**config.mk**
```make
export PLATFORM = sky130hd
export DESIGN_NAME = odd_even_transposition_sorter
export DESIGN_NICKNAME = d
export VERILOG_FILES = /design/src/rtl/ots_pkg.sv /design/src/rtl/ots_datapath.sv /design/src/rtl/ots_ctrl.sv /design/src/rtl/odd_even_transposition_sorter.sv
export SDC_FILE = /design/constraint.sdc
export NUM_CORES = 2
export LEC_CHECK = 0
export BUFFER_PORTS_ARGS = -buffer_cell sky130_fd_sc_hd__buf_4
export CAP_MARGIN = 20
export CORE_AREA = 3 3 289 291
export CTS_BUF_LIST = sky130_fd_sc_hd__clkbuf_8
export CTS_CLUSTER_SIZE = 28
export DETAILED_ROUTE_END_ITERATION = 8
export DIE_AREA = 0 0 292 294
export PLACE_DENSITY_LB_ADDON = 0.3
export SYNTH_ARGS = -nofsm -noshare
export SYNTH_HDL_FRONTEND = slang
export SYNTH_SLANG_ARGS = --single-unit
```
**constraint.sdc**
```tcl
create_clock -name clk_i -period 7.65 [get_ports clk_i]
set_input_delay 0.765 -clock clk_i [delete_from_list [all_inputs] [get_ports clk_i]]
set_output_delay 0.765 -clock clk_i [all_outputs]
set_load 0.005 [all_outputs]
```
**src/rtl/ots_pkg.sv**
```systemverilog
// ----------------------------------------------------------------------------
// ots_pkg
// shared types for the odd-even transposition sorter: request and result
// payloads and the controller-to-datapath command group
// ----------------------------------------------------------------------------
package ots_pkg;

  localparam int unsigned KeyW = 32;

  // one request: a key and the end-of-set mark
  typedef struct packed {
    logic [KeyW-1:0] key;
    logic            last;
  } req_t;

  // one result: next key in ascending order plus flags
  typedef struct packed {
    logic [KeyW-1:0] sorted_key;
    logic            final_res;
    logic            overflow;
  } res_t;

  // commands from the controller to the datapath
  typedef struct packed {
    logic load;       // store the request key or flag it as dropped
    logic sort;       // run one compare-exchange phase
    logic odd_pairs;  // phase works on pairs starting at odd positions
    logic shift;      // move all keys one position toward position 0
    logic clear;      // end of set: count and dropped flag back to zero
  } cmd_t;

endpackage

```
**src/rtl/ots_datapath.sv**
```systemverilog
// ----------------------------------------------------------------------------
// ots_datapath
// row of key cells with parallel compare-exchange, key count and dropped
// flag; results leave from position 0 while the row shifts down
// ----------------------------------------------------------------------------
module ots_datapath import ots_pkg::*; #(
  parameter int unsigned MAX_KEYS = 16,
  parameter int unsigned CntW     = $clog2(MAX_KEYS + 1)
) (
  input  logic            clk_i,
  input  logic            rst_ni,
  input  cmd_t            cmd_i,
  input  logic [KeyW-1:0] key_i,
  output logic [CntW-1:0] count_o,
  output logic [KeyW-1:0] head_key_o,
  output logic            dropped_o
);

  localparam int unsigned IdxW = (MAX_KEYS > 1) ? $clog2(MAX_KEYS) : 1;

  logic [KeyW-1:0] cells_q [MAX_KEYS];
  logic [KeyW-1:0] cells_d [MAX_KEYS];
  logic [CntW-1:0] count_q, count_d;
  logic            dropped_q, dropped_d;
  logic            full;

  assign full = (count_q == CntW'(MAX_KEYS));

  // cell row: load at the fill position, one phase of swaps, or shift out
  always_comb begin
    cells_d = cells_q;
    if (cmd_i.load && !full) begin
      cells_d[count_q[IdxW-1:0]] = key_i;
    end
    if (cmd_i.sort) begin
      for (int pos = 0; pos < int'(MAX_KEYS) - 1; pos++) begin
        if ((((pos & 1) == 1) == cmd_i.odd_pairs) &&
            (CntW'(pos + 1) < count_q) &&
            (cells_q[pos] > cells_q[pos+1])) begin
          cells_d[pos]   = cells_q[pos+1];
          cells_d[pos+1] = cells_q[pos];
        end
      end
    end
    if (cmd_i.shift) begin
      for (int i = 0; i < int'(MAX_KEYS) - 1; i++) begin
        cells_d[i] = cells_q[i+1];
      end
    end
  end

  // key count and dropped flag
  always_comb begin
    count_d   = count_q;
    dropped_d = dropped_q;
    if (cmd_i.load) begin
      if (full) begin
        dropped_d = 1'b1;
      end else begin
        count_d = count_q + CntW'(1);
      end
    end
    if (cmd_i.clear) begin
      count_d   = '0;
      dropped_d = 1'b0;
    end
  end

  // cells carry payload only
  always_ff @(posedge clk_i) begin
    cells_q <= cells_d;
  end

  always_ff @(posedge clk_i or negedge rst_ni) begin
    if (!rst_ni) begin
      count_q   <= '0;
      dropped_q <= 1'b0;
    end else begin
      count_q   <= count_d;
      dropped_q <= dropped_d;
    end
  end

  assign count_o    = count_q;
  assign head_key_o = cells_q[0];
  assign dropped_o  = dropped_q;

endmodule

```
**src/rtl/ots_ctrl.sv**
```systemverilog
// ----------------------------------------------------------------------------
// ots_ctrl
// controller: takes requests while idle, sequences one compare-exchange
// phase per cycle, then strobes one result per cycle
// ----------------------------------------------------------------------------
module ots_ctrl import ots_pkg::*; #(
  parameter int unsigned MAX_KEYS = 16,
  parameter int unsigned CntW     = $clog2(MAX_KEYS + 1)
) (
  input  logic            clk_i,
  input  logic            rst_ni,
  input  logic            start,
  input  logic            last_i,
  input  logic [CntW-1:0] count_i,
  output logic            busy,
  output cmd_t            cmd_o,
  output logic            strobe_o,
  output logic            final_o
);

  typedef enum logic [1:0] {
    IDLE,
    SORT,
    EMIT
  } state_e;

  state_e          state_q;
  logic [CntW-1:0] phase_q;
  logic [CntW-1:0] rem_q;
  logic            accept;

  assign accept = start && (state_q == IDLE);

  // state, phase counter and results still to go
  always_ff @(posedge clk_i or negedge rst_ni) begin
    if (!rst_ni) begin
      state_q <= IDLE;
      phase_q <= '0;
      rem_q   <= '0;
    end else begin
      unique case (state_q)
        IDLE: begin
          if (accept && last_i) begin
            state_q <= SORT;
            phase_q <= '0;
          end
        end
        SORT: begin
          if (phase_q == count_i - CntW'(1)) begin
            state_q <= EMIT;
            rem_q   <= count_i;
          end else begin
            phase_q <= phase_q + CntW'(1);
          end
        end
        EMIT: begin
          rem_q <= rem_q - CntW'(1);
          if (rem_q == CntW'(1)) begin
            state_q <= IDLE;
          end
        end
        default: begin
          state_q <= IDLE;
        end
      endcase
    end
  end

  // commands decoded from state
  always_comb begin
    cmd_o           = '0;
    cmd_o.load      = accept;
    cmd_o.sort      = (state_q == SORT);
    cmd_o.odd_pairs = ~phase_q[0];
    cmd_o.shift     = (state_q == EMIT);
    cmd_o.clear     = (state_q == EMIT) && (rem_q == CntW'(1));
  end

  assign busy     = (state_q != IDLE);
  assign strobe_o = (state_q == EMIT);
  assign final_o  = (state_q == EMIT) && (rem_q == CntW'(1));

  // the final result returns the controller to idle
  a_final_ends_set : assert property (@(posedge clk_i) disable iff (!rst_ni)
    final_o |=> !busy)
    else $error("final result did not end the set");

  // a last request starts the sort
  a_last_starts_sort : assert property (@(posedge clk_i) disable iff (!rst_ni)
    (accept && last_i) |=> (state_q == SORT))
    else $error("last request did not start sorting");

  // never more results than stored keys
  a_rem_bound : assert property (@(posedge clk_i) disable iff (!rst_ni)
    strobe_o |-> ((rem_q != '0) && (rem_q <= count_i)))
    else $error("result count out of range");

  // sort phases never run past the stored key count
  a_phase_bound : assert property (@(posedge clk_i) disable iff (!rst_ni)
    (state_q == SORT) |-> (phase_q < count_i))
    else $error("phase counter past key count");

endmodule

```
**src/rtl/odd_even_transposition_sorter.sv**
```systemverilog
// ----------------------------------------------------------------------------
// odd_even_transposition_sorter
// collects a set of unsigned Q0.32 keys and returns them in ascending order
// after as many odd-even compare-exchange phases as there are keys
// ----------------------------------------------------------------------------
//  channel   direction  handshake           payload
//  request   in         start, busy         req_i  (key, last)
//  result    out        res_strobe_o        res_o  (sorted_key, final_res,
//                                                   overflow)
//
//  a request is taken while idle; on a last request the block stays busy
//  for n sort phases (one phase per cycle across the key row) and then
//  strobes n results, n being the stored keys, up to MAX_KEYS
//  each result is shown for one cycle only; the receiver cannot stall
//  reset clears count, dropped flag and controller; key cells need none
// ----------------------------------------------------------------------------
module odd_even_transposition_sorter import ots_pkg::*; #(
  parameter int unsigned MAX_KEYS = 16
) (
  input  logic clk_i,
  input  logic rst_ni,
  input  logic start,
  output logic busy,
  input  req_t req_i,
  output logic res_strobe_o,
  output res_t res_o
);

  localparam int unsigned CntW = $clog2(MAX_KEYS + 1);

  cmd_t            cmd;
  logic [CntW-1:0] count;
  logic [KeyW-1:0] head_key;
  logic            dropped;
  logic            final_res;

  // sequencing
  ots_ctrl #(
    .MAX_KEYS (MAX_KEYS),
    .CntW     (CntW)
  ) u_ctrl (
    .clk_i    (clk_i),
    .rst_ni   (rst_ni),
    .start    (start),
    .last_i   (req_i.last),
    .count_i  (count),
    .busy     (busy),
    .cmd_o    (cmd),
    .strobe_o (res_strobe_o),
    .final_o  (final_res)
  );

  // key row
  ots_datapath #(
    .MAX_KEYS (MAX_KEYS),
    .CntW     (CntW)
  ) u_datapath (
    .clk_i      (clk_i),
    .rst_ni     (rst_ni),
    .cmd_i      (cmd),
    .key_i      (req_i.key),
    .count_o    (count),
    .head_key_o (head_key),
    .dropped_o  (dropped)
  );

  // result assembly
  always_comb begin
    res_o.sorted_key = head_key;
    res_o.final_res  = final_res;
    res_o.overflow   = dropped;
  end

endmodule
```
# Word-level counts from Yosys, hierarchy flattened
# Cells that the tools add are included.
dict set report word_totals {
  regBits 530
  inputBits 36
  out_inout_bits 36
  wordCells 155
}
dict set report classes {
  n_addsub 4
  n_lt_le_gt_ge 32
  n_eq_ne 10
  muxes 39
  n_bitwise 2
  n_reduce_logical 47
}
# cell count
set ops {}
lappend ops {{$mux W64} 18}
lappend ops {{$mux W512} 2}
lappend ops {{$bwmux W512} 1}
lappend ops {{$gt A32 B32 Y1} 15}
lappend ops {{$mux W480} 1}
lappend ops {{$demux W32 S4} 1}
lappend ops {{$lt A4 B5 Y1 const A} 8}
lappend ops {{$logic_and A1 B1 Y1} 35}
lappend ops {{$mux W32} 1}
lappend ops {{$mux W5} 6}
lappend ops {{$lt A3 B5 Y1 const A} 4}
lappend ops {{$pmux W5 S2} 2}
lappend ops {{$add A5 B1 Y5 const B} 2}
lappend ops {{$lt A2 B5 Y1 const A} 2}
lappend ops {{$reduce_bool A2 Y1} 5}
lappend ops {{$sub A5 B1 Y5 const B} 2}
lappend ops {{$mux W2} 3}
lappend ops {{$ne A2 B2 Y1 const B} 3}
lappend ops {{$pmux W2 S3} 1}
lappend ops {{$reduce_and A2 Y1} 3}
lappend ops {{$reduce_and A3 Y1} 2}
lappend ops {{$eq A5 B1 Y1 const B} 1}
lappend ops {{$eq A5 B5 Y1} 1}
lappend ops {{$eq A5 B5 Y1 const B} 1}
lappend ops {{other kinds (11)} 14}

# Longest topological paths before layout
dict set report depth {
  depth_word 27
  ltp_mapped 12
  depth_no_buf 9
}

# Cells and area by module
# A second synthesis with hierarchy kept.
dict set report hier_totals {
  hier_cells 4898
  hier_area_um2 41108.2
}
# module n_inst cells_each area_each_um2 seq_area_each_um2
set by_module_without_submodules {}
lappend by_module_without_submodules {ots_datapath 1 4793 40143.5 10400.0}
lappend by_module_without_submodules {ots_ctrl 1 103 949.7 300.3}
lappend by_module_without_submodules {odd_even_transposition_sorter 1 2 15.0 0.0}

# Worst setup path before layout
# OpenSTA, ideal clock, no wires.
dict set report synth_timing {
  path_kind {reg2reg}
  startpoint {reg u_datapath.cells_q[414] (netlist name)}
  endpoint {reg u_datapath.cells_q[392] (netlist name)}
  setup_time_ps 103
  arrival_ps 2724
  t_required_ps 7547
  setup_slack_ps 4823
  path_stages_with_launch 11
  n_path_buf 1
  period_less_slack_ps 2827
  path_cell_list {dfxtp_1 inv_1 ha_1 and3_1 a221o_1 a221o_1 o21ai_1 and2_0 buf_2 mux2_2 a222oi_1}
}
# item line
set synth_lines {}
lappend synth_lines {{start, declared} ots_datapath.sv:21} ;# logic [KeyW-1:0] cells_q [MAX_KEYS];
lappend synth_lines {{start signal, assigned} ots_datapath.sv:71} ;# cells_q <= cells_d;

# Worst setup path in the final report
dict set report layout_timing {
  startpoint {reg u_ctrl.state_q[0]}
  endpoint {out res_strobe_o}
}
dict set report layout_via {
  elab_chain_cells 1
}
# item line
set layout_rtl {}
lappend layout_rtl {{start, declared} ots_ctrl.sv:27} ;# state_e state_q;
lappend layout_rtl {{start signal, assigned} ots_ctrl.sv:37} ;# state_q <= IDLE;
lappend layout_rtl {{start signal, assigned} ots_ctrl.sv:44} ;# state_q <= SORT;
lappend layout_rtl {{start signal, assigned} ots_ctrl.sv:50} ;# state_q <= EMIT;
lappend layout_rtl {{$eq A2 B2 Y1} ots_ctrl.sv:80} ;# assign strobe_o = (state_q == EMIT);
lappend layout_rtl {{end, declared} odd_even_transposition_sorter.sv:25} ;# output logic res_strobe_o,
# No other way between the ends.

==> metrics.md <==
| Metric | Value |
|---|---|
| # rows | 104 |
| Final Worst Setup Slack | 2.44 ns |
| CP Max Fanout | 76 |
| Die extent in y | 294 microns |
| Setup Buffers After CTS | 0 |
| CTS Sinks | 530 |
| Die area | 85,800 sq um |
| R2R Setup Slk | 3.06 ns |
| Share of cells above drive strength 1 | 13.7% |
| PwrDens | 495 nW/um^2 |
| Worst path max stage delay | 0.83 ns |
| Synthesis-to-layout area growth | 7.00% |
| Detailed router's first-iteration violation count | 4,465 |
| Compound-cell area share of the yosys netlist | 24.3% |
| First-pass GRT wire length | 228,000 microns |
| Clock transition at the registers of the reported paths | 0.07 ns |
| Adder-cell share of the synthesized area | 13.6% |
| Worst R2R Start | u_ctrl.state_q[1] |
| Met2 Usage GRT | 51.2% |
| Critical path startpoint category | flop |
| Io pins | 72 |
| M3 GR Usage | 4.79% |
| Core Area | 80,800 sq um |
| RSZ-0062 raised after global routing | no |
| Simple-gate share of the synthesized area | 8.37% |
| Root Driver | clkbuf_8 |
| Mux contribution to synthesized area | 21.0% |
| Max-slew violations | 0 |
| Hold path depth | 2 |
| Clk buf depth | 3 |
| Avg Inst Size Synth | 8.65 sq um |
| Max Clock Skew | 0.0280 ns |
| HP Class | primary input to flop |
| WL/cell | 23.7 microns |
| CTS resizes | 0 |
| Critical Path RT | 6.88 ns |
| DRC | 0 |
| Die width | 292 microns |
| Slew margin rel. | 25.2% |
| TNS Setup | 0 ns |
| Min-delay src | req_i[0] |
| Top FF cell, synth | dfxtp_1 |
| GRT Max-Usage Layer | met2 |
| Worst hold path endpoint | u_ctrl.phase_q[2] |
| Fmax achieved | 192 MHz |
| Hold_buf cts | 1 |
| Vias per cell | 6.85 |
| Num CTS Buffers | 99 |
| Largest family of logic cells by synthesized area | compound AO/OA/AOI/OAI gates |
| Clk Latency, worst-skew pair | 0.73 ns |
| Synth warn | 0 |
| Vias in the first global route | 40,300 |
| Final Non-Filler Cells | 6,140 |
| GP Congestion | 0.927 |
| Most common cell after layout, fill and taps aside | mux2i_1 |
| Via count | 42,100 |
| Final Cycle Share | 68.1% |
| Overall Power | 23.6 mW |
| Fill count | 6,996 |
| Syn Std Cell Area | 44,700 sq um |
| Fin crit period | 5.21 ns |
| Final HPWL DP | 104,000 microns |
| I/O Buffers | 71 |
| Final #Nets | 5,519 |
| Async SR Flop Fraction | 3.40% |
| Mapped Nets | 5,685 |
| Drt total wl | 146,000 microns |
| Maximum vdd drop | 279 uV |
| Outcome | complete, no violations |
| Dpl cells | 5,948 |
| CTS tree | done |
| Initial core utilization | 55.3% |
| Overall Global Routing Usage | 32.5% |
| Most frequent cells in the layout | mux2i_1 (712), inv_1 (541), dfxtp_1 (512) |
| Crit Path Category | flop to output port |
| Pre-CTS setup slack | 3.24 ns |
| Crit path capture type | output port |
| Xor/xnor share of the synthesized area | 0.255% |
| LEAKAGE | 23.9 nW |
| WP data arrival | 4.45 ns |
| Router iterations before antenna repair | 7 |
| GRT Residual Overflow | 0 |
| Final Hold Vio Count | 0 |
| Global routing usage on met1 | 45.0% |
| Post-synthesis register bit count | 530 |
| Largest net degree at the start of global routing | 97 |
| Final setup vio count | 0 |
| Detail Route Antenna Nets | 0 |
| Cell mode on critical path | buf_4 |
| # Max-Cap Violations | 0 |
| Initial antenna violation count | 5 |
| Register area share after synthesis | 24.0% |
| H-tree depth | 3 |
| R2R depth | 9 |
| Count of different cell masters after synthesis | 84 |
| Reg2reg end | u_datapath.cells_q[36] |
| Cells along the critical path | inv_2 > buf_4 > nand2_4 > inv_4 > buf_4 > buf_4 |
| Crit-path slowest cell | buf_4 |
| Measured slew at the worst slew-check pin | 1.11 ns |
| EDFF count, synth | 0 |
| Syn Inst Count | 5,162 |
cells in the mapped netlist (35+ instances only):
library cell	instances	share of area, %
nor2_1	286	2.4
a221oi_1	118	2.3
a21o_1	70	1.2
mux2i_1	712	16
a31oi_1	100	1.4
a21oi_1	326	3.7
o22ai_1	75	1.1
o32ai_1	40	0.78
ha_1	487	14
nand2_1	150	1.3
o211ai_1	44	0.74
o21ai_0	133	1.5
a31o_2	35	0.69
o31ai_1	41	0.69
inv_1	514	4.3
a22oi_1	81	1.4
nand3_1	67	0.75
nor3_1	69	0.77
mux2_2	201	5.1
clkbuf_1	269	2.3
buf_2	92	1.0
o221a_2	78	2.0
a2111oi_0	35	0.69
a211oi_1	79	1.3
dfxtp_1	512	23
nand4_1	108	1.5
buf_4	41	0.69
cell type report:
cell class | count | area (sq um) | area share (%)
clock inverters | 59 | 452 | 0.945
clock buffers | 120 | 1650 | 3.46
inverters | 515 | 1940 | 4.05
flip-flops and latches | 530 | 10700 | 22.4
diodes | 6 | 15.0 | 0.0314
multi-input cells | 3697 | 30400 | 63.7
well taps | 1060 | 1330 | 2.77
repair buffers | 153 | 1280 | 2.68
sequential cells by signal, indices dropped and copies added, names as in the netlist:
register and flops:
u_datapath.head_key_o 32, u_datapath.cells_q 480, u_ctrl.rem_q 5, u_datapath.dropped_o 1
u_datapath.count_o 5, u_ctrl.state_q 2, u_ctrl.phase_q 5
worst max-delay path by stage:
stage                                  startpoint                       to
after floorplan           u_datapath.cells_q[414]  u_datapath.cells_q[392]
after global placement          u_ctrl.state_q[1]  u_datapath.cells_q[281]
after detailed placement        u_ctrl.state_q[1]   u_datapath.cells_q[36]
after CTS                       u_ctrl.state_q[0]             res_strobe_o
after global routing            u_ctrl.state_q[0]             res_strobe_o
final                           u_ctrl.state_q[0]             res_strobe_o
per-stage QoR:
stage                     cell area, sq um  util (%)  hold WS, ns
final                                47800      59.1        0.262
after global routing                 47800      59.1        0.234
after global placement               45500      56.2        0.467
after detailed placement             45500      56.4        0.471
after floorplan                      44700         -        0.455
after CTS                            47700      59.0        0.214
routing by layer:
metal  share of wire (%)  up-vias
met5              0.0082        -
li1                    -    19200
met2                  44     1968
met4                 3.4        2
met1                  44    20500
met3                 8.2      346
critical path, delay by kind of cell (launching register included):
kind	cells	cell delay, ns
and+or+nand+nor	1	0.58
DFF	1	0.65
buffers and inverters	5	2.40
report_power, final:
group / total [mW] / internal [mW] / switching, mW
Combinational: 14.8 / 5.89 / 8.93
Clock: 3.02 / 1.65 / 1.37
Sequential: 5.80 / 4.09 / 1.71
kinds of logic (layout without fill, tap and decap cells):
logic type,Yosys count,count (layout)
compound gates,1500,1500
buf+inv,935,847
mux,913,913
simple gates,784,784
flops,530,530
fa+ha+maj,487,487
xor+xnor,13,13
other cells,0,6
Note: power is estimated with default switching activity, not from simulation.
